$ cat config.mk
export PLATFORM = sky130hd
export DESIGN_NAME = lfulru_ctrl
export DESIGN_NICKNAME = d
export VERILOG_FILES = /design/src/rtl/lfu_lru_tiebreak_replacement_defines.svh /design/src/rtl/lfulru_pkg.sv /design/src/rtl/lfulru_ctrl.sv
export SDC_FILE = /design/constraint.sdc
export NUM_CORES = 1
export LEC_CHECK = 0
export ABC_AREA = 1
export BUFFER_PORTS_ARGS = -buffer_cell sky130_fd_sc_hd__buf_2
export CAP_MARGIN = 0
export CORE_AREA = 4 4 41 43
export CTS_CLUSTER_SIZE = 16
export DETAILED_ROUTE_END_ITERATION = 10
export DIE_AREA = 0 0 45 47
export GPL_ROUTABILITY_DRIVEN = 0
export PLACE_DENSITY = 0.58
export SLEW_MARGIN = 10
export SYNTH_ARGS = -nofsm -noshare
export SYNTH_HDL_FRONTEND = slang
export SYNTH_SLANG_ARGS = --single-unit
$ cat constraint.sdc
create_clock -name clk_i -period 3.6 [get_ports clk_i]
set_input_delay 0.9 -clock clk_i [delete_from_list [all_inputs] [get_ports clk_i]]
set_output_delay 0.9 -clock clk_i [all_outputs]
set_load 0.02 [all_outputs]
$ cat src/rtl/lfu_lru_tiebreak_replacement_defines.svh
// Assertion macros for the LFU replacement block.
`ifndef LFU_LRU_TIEBREAK_REPLACEMENT_DEFINES_SVH
`define LFU_LRU_TIEBREAK_REPLACEMENT_DEFINES_SVH
`ifndef SYNTHESIS
`define LFU_ASSERT_IMP(label, clk, rst_n, ante, cons) \
  label: assert property (@(posedge clk) disable iff (!rst_n) (ante) |-> (cons)) \
    else $error("lfu replacement: implication check failed");
`define LFU_ASSERT_NXT(label, clk, rst_n, ante, cons) \
  label: assert property (@(posedge clk) disable iff (!rst_n) (ante) |=> (cons)) \
    else $error("lfu replacement: next-cycle check failed");
`else
`define LFU_ASSERT_IMP(label, clk, rst_n, ante, cons)
`define LFU_ASSERT_NXT(label, clk, rst_n, ante, cons)
`endif
`endif

$ cat src/rtl/lfulru_pkg.sv
// Shared types and constants of the LFU replacement block.
package lfulru_pkg;

  localparam int unsigned COUNT_W      = 32;
  localparam int unsigned STAMP_W      = 48;
  localparam int unsigned SET_IDX_W    = 11;
  localparam int unsigned WAY_IDX_W    = 4;
  localparam int unsigned DEF_NUM_SETS = 2048;
  localparam int unsigned DEF_NUM_WAYS = 16;

  localparam logic [COUNT_W-1:0] COUNT_MAX  = '1;
  localparam logic [COUNT_W-1:0] COUNT_FILL = COUNT_W'(1);

  localparam logic ACT_QUERY  = 1'b0;
  localparam logic ACT_UPDATE = 1'b1;

  typedef enum logic [2:0] {
    ST_CLEAR,
    ST_IDLE,
    ST_LOAD,
    ST_REDUCE,
    ST_RESP,
    ST_WRITE
  } ctrl_state_e;

  typedef struct packed {
    logic [COUNT_W-1:0] count;
    logic [STAMP_W-1:0] stamp;
  } entry_t;

  typedef struct packed {
    logic clr_step;
    logic capture;
    logic load;
    logic reduce;
    logic write;
  } dp_cmd_t;

  typedef struct packed {
    logic clr_done;
  } dp_status_t;

endpackage

$ cat src/rtl/lfulru_ctrl.sv
// Controller state machine of the LFU replacement block.
module lfulru_ctrl #(
  parameter int unsigned NUM_WAYS = lfulru_pkg::DEF_NUM_WAYS
) (
  input  logic                   clk_i,
  input  logic                   rst_ni,
  input  logic                   start,
  input  logic                   action_i,
  input  lfulru_pkg::dp_status_t status_i,
  output logic                   busy,
  output logic                   victim_valid_o,
  output lfulru_pkg::dp_cmd_t    cmd_o
);

  localparam int unsigned LVL   = $clog2(NUM_WAYS);
  localparam int unsigned LVL_W = $clog2(LVL + 1);

  lfulru_pkg::ctrl_state_e state_q, state_d;
  logic [LVL_W-1:0]        lvl_q, lvl_d;

  always_comb begin
    state_d = state_q;
    case (state_q)
      lfulru_pkg::ST_CLEAR: begin
        if (status_i.clr_done) state_d = lfulru_pkg::ST_IDLE;
      end
      lfulru_pkg::ST_IDLE: begin
        if (start) begin
          state_d = (action_i == lfulru_pkg::ACT_UPDATE) ? lfulru_pkg::ST_WRITE
                                                         : lfulru_pkg::ST_LOAD;
        end
      end
      lfulru_pkg::ST_LOAD: begin
        state_d = lfulru_pkg::ST_REDUCE;
      end
      lfulru_pkg::ST_REDUCE: begin
        if (lvl_q == LVL_W'(LVL - 1)) state_d = lfulru_pkg::ST_RESP;
      end
      lfulru_pkg::ST_RESP: begin
        state_d = lfulru_pkg::ST_IDLE;
      end
      lfulru_pkg::ST_WRITE: begin
        state_d = lfulru_pkg::ST_IDLE;
      end
      default: begin
        state_d = lfulru_pkg::ST_IDLE;
      end
    endcase
  end

  always_comb begin
    lvl_d = (state_q == lfulru_pkg::ST_REDUCE) ? lvl_q + 1'b1 : '0;
  end

  always_comb begin
    cmd_o          = '0;
    busy           = 1'b1;
    victim_valid_o = 1'b0;
    case (state_q)
      lfulru_pkg::ST_CLEAR: begin
        cmd_o.clr_step = 1'b1;
      end
      lfulru_pkg::ST_IDLE: begin
        busy          = 1'b0;
        cmd_o.capture = start;
      end
      lfulru_pkg::ST_LOAD: begin
        cmd_o.load = 1'b1;
      end
      lfulru_pkg::ST_REDUCE: begin
        cmd_o.reduce = 1'b1;
      end
      lfulru_pkg::ST_RESP: begin
        victim_valid_o = 1'b1;
      end
      lfulru_pkg::ST_WRITE: begin
        cmd_o.write = 1'b1;
      end
      default: begin
        busy = 1'b1;
      end
    endcase
  end

  always_ff @(posedge clk_i or negedge rst_ni) begin
    if (!rst_ni) begin
      state_q <= lfulru_pkg::ST_CLEAR;
      lvl_q   <= '0;
    end else begin
      state_q <= state_d;
      lvl_q   <= lvl_d;
    end
  end

endmodule

==> impl_metrics.env <==
export IMPL_outcome="complete, no violations"
export IMPL_n_antenna_cell=0
export IMPL_dpl_worst_slack_ps=1400
export IMPL_min_delay_path_class="register to register"
export IMPL_ant_nets=0
export IMPL_vias=310
export IMPL_clockRootBuffer="clkbuf_4"
export IMPL_crit_path_end_kind="primary output"
export IMPL_yosysTopAreaCell="dfrtp_1"
export IMPL_total_power_mw=0.367
export IMPL_syn_area_um2=357
export IMPL_dr_pass1_iters=2
export IMPL_rrSetupSlack_ps=2390
export IMPL_cts_resized=0
export IMPL_drt_iter0_drc=3
export IMPL_worst_pin_slew_ps=231
export IMPL_grt_pass1_wl_um=1040
export IMPL_maxCapViolations=0
export IMPL_fillers=142
export IMPL_num_rows=13
export IMPL_grt_setup_unrepaired="false"
export IMPL_synthTopCellsByArea="dfrtp_1, nor2_1, inv_1, ha_1, nand2_1"
export IMPL_powerDensity_nw_per_um2=810
export IMPL_grt_overflow_total=0
export IMPL_timing_final_crit_share_pct=61.0
export IMPL_mostFrequentLayoutCell="buf_2"
export IMPL_sw_frac_of_total_pct=47.1
export IMPL_cts_buffer_depth=2
export IMPL_cts_tree="yes"
export IMPL_switchingPower_mw=0.173
export IMPL_clock_sinks=6
export IMPL_start_kind="input port"
export IMPL_finClkSkew_ps=0.620
export IMPL_multiInputGateArea_um2=169
export IMPL_finalWorstSetupSlack_ps=1400
export IMPL_die_y_um=47
export IMPL_worstHoldPathCells=1
export IMPL_clk_latency_ps=240
export IMPL_intPower_mw=0.194
export IMPL_die_w_um=45
export IMPL_fmax_ghz=0.455
export IMPL_yosysUniqueCellTypes=15
export IMPL_synth_nets=53
export IMPL_p_clk_share_pct=16.0
export IMPL_final_cell_mix="buf_2, nor2_1, inv_1, nand2_1, dfrtp_1"
export IMPL_synth_seq_cells=6
export IMPL_grt_pass1_vias=260
export IMPL_cp_max_fo=2
export IMPL_syn_area_per_cell_um2=7.75
export IMPL_io_pins=12
export IMPL_grt_max_degree=8
export IMPL_cts_buffers=3
export IMPL_initial_core_util_pct=27.4
export IMPL_power_frac_comb_pct=53.0
export IMPL_antenna_found_initial=0
export IMPL_hpwl_um=530
export IMPL_yosysWarningCount=0
export IMPL_finalWirelength_um=640
export IMPL_placement_io_buffers=11
export IMPL_relSlewSlack_pct=84.6
export IMPL_p_leak_nw=0.260
export IMPL_critPathKind="input port to primary output"
export IMPL_drc=0
export IMPL_drive_gt1_share_pct=35.0
export IMPL_ys_seq_area_share_pct=42.1
export IMPL_arrival_ps=1300
export IMPL_die_area_um2=2120
export IMPL_coreArea_um2=1300
export IMPL_viasPerCell=4.13
export IMPL_hold_buffers=0
export IMPL_r2r_cells=8
export IMPL_p_seq_share_pct=31.0
export IMPL_synth_cells=46
export IMPL_synth_top_area_share_pct=42.1
export IMPL_htree_levels=1
export IMPL_holdWs_ps=423
export IMPL_grt_total_usage_pct=7.57
export IMPL_area_delta_synth_final_pct=27.0
export IMPL_finalSetupTns_ps=0
export IMPL_wire_per_inst_um=8.53
export IMPL_hold_viol_final=0
export IMPL_setup_violations_final=0
export IMPL_final_seq_area_um2=150
export IMPL_path_clk_slew_ps=40
export IMPL_cts_setup_buffers=0
export IMPL_crit_required_ps=2700
export IMPL_slew_viol_final=0
export IMPL_nNetsFinal=69
export IMPL_fin_crit_ps=2200
export IMPL_ir_drop_v=0.000332
==> metrics by stage <==
stage,std cells,cell area (um^2),util [%]
CTS,75,453,34.8
global placement,72,430,33.1
detailed placement,72,430,33.1
floorplan,46,357,-
finish,75,453,34.8
global route,75,453,34.8
==> flip-flops by register name, summed over array words and instances (netlist names) <==
signal / flops
lvl_q: 3
state_q: 3
==> kinds of logic (layout without fill, tap and decap cells) <==
| group | after synthesis | in the layout | synth area share, % |
|---|---|---|---|
| compound gates | 5 | 5 | 8.07 |
| fa+ha+maj | 2 | 2 | 7.02 |
| buf+inv | 10 | 24 | 10.5 |
| flops | 6 | 6 | 42.1 |
| simple gates | 23 | 23 | 32.3 |
==> worst max-delay path, cell delays in order <==
cell and delay [ps]:
buf_2 110, inv_1 40, nor2_1 80, buf_2 160
==> power by group through the flow <==
stage                     Sequential, mW  Clock, mW  Combinational (mW)
after floorplan                    0.111          0               0.149
after global placement             0.115          0               0.195
after detailed placement           0.115          0               0.197
after CTS                          0.114     0.0621               0.199
after global routing               0.118     0.0674               0.222
final                              0.114     0.0588               0.194
==> path summary, 6_finish.rpt <==
path,from,endpoint
max in group asynchronous,rst_ni,lvl_q[2]
max,start,cmd_o[3]
min,lvl_q[0],lvl_q[0]
min reg2reg,lvl_q[0],lvl_q[0]
max reg2reg,lvl_q[0],state_q[1]
min in group asynchronous,rst_ni,state_q[2]
==> cells in the mapped netlist <==
cell and count:
nand2_1 6, dfrtp_1 6, nor2_1 10, o21ai_1 1
o22ai_1 1, nand3_1 1, inv_2 2, nand3_2 1
nor3_1 1, nor2_4 2, o21bai_1 1, inv_1 8
a21oi_1 2, nand2_2 2, ha_1 2
==> layer usage <==
layer / vias to the layer above / track usage [%] / share of wire, %
met3: 2 / 5.75 / 8.1
met1: 131 / 8.62 / 44
met5: - / 0 / 0
met2: 9 / 9.60 / 46
met4: 0 / 5.26 / 1.6
li1: 168 / - / -
==> final cells by class <==
cell class	instances	area share, %
Timing Repair Buffer	11	12.2
Inverter	10	8.29
Tap cell	15	4.14
Sequential cell	6	33.1
Multi-Input combinational cell	30	37.3
Clock buffer	3	4.97
Note: power is estimated with default switching activity, not from simulation.
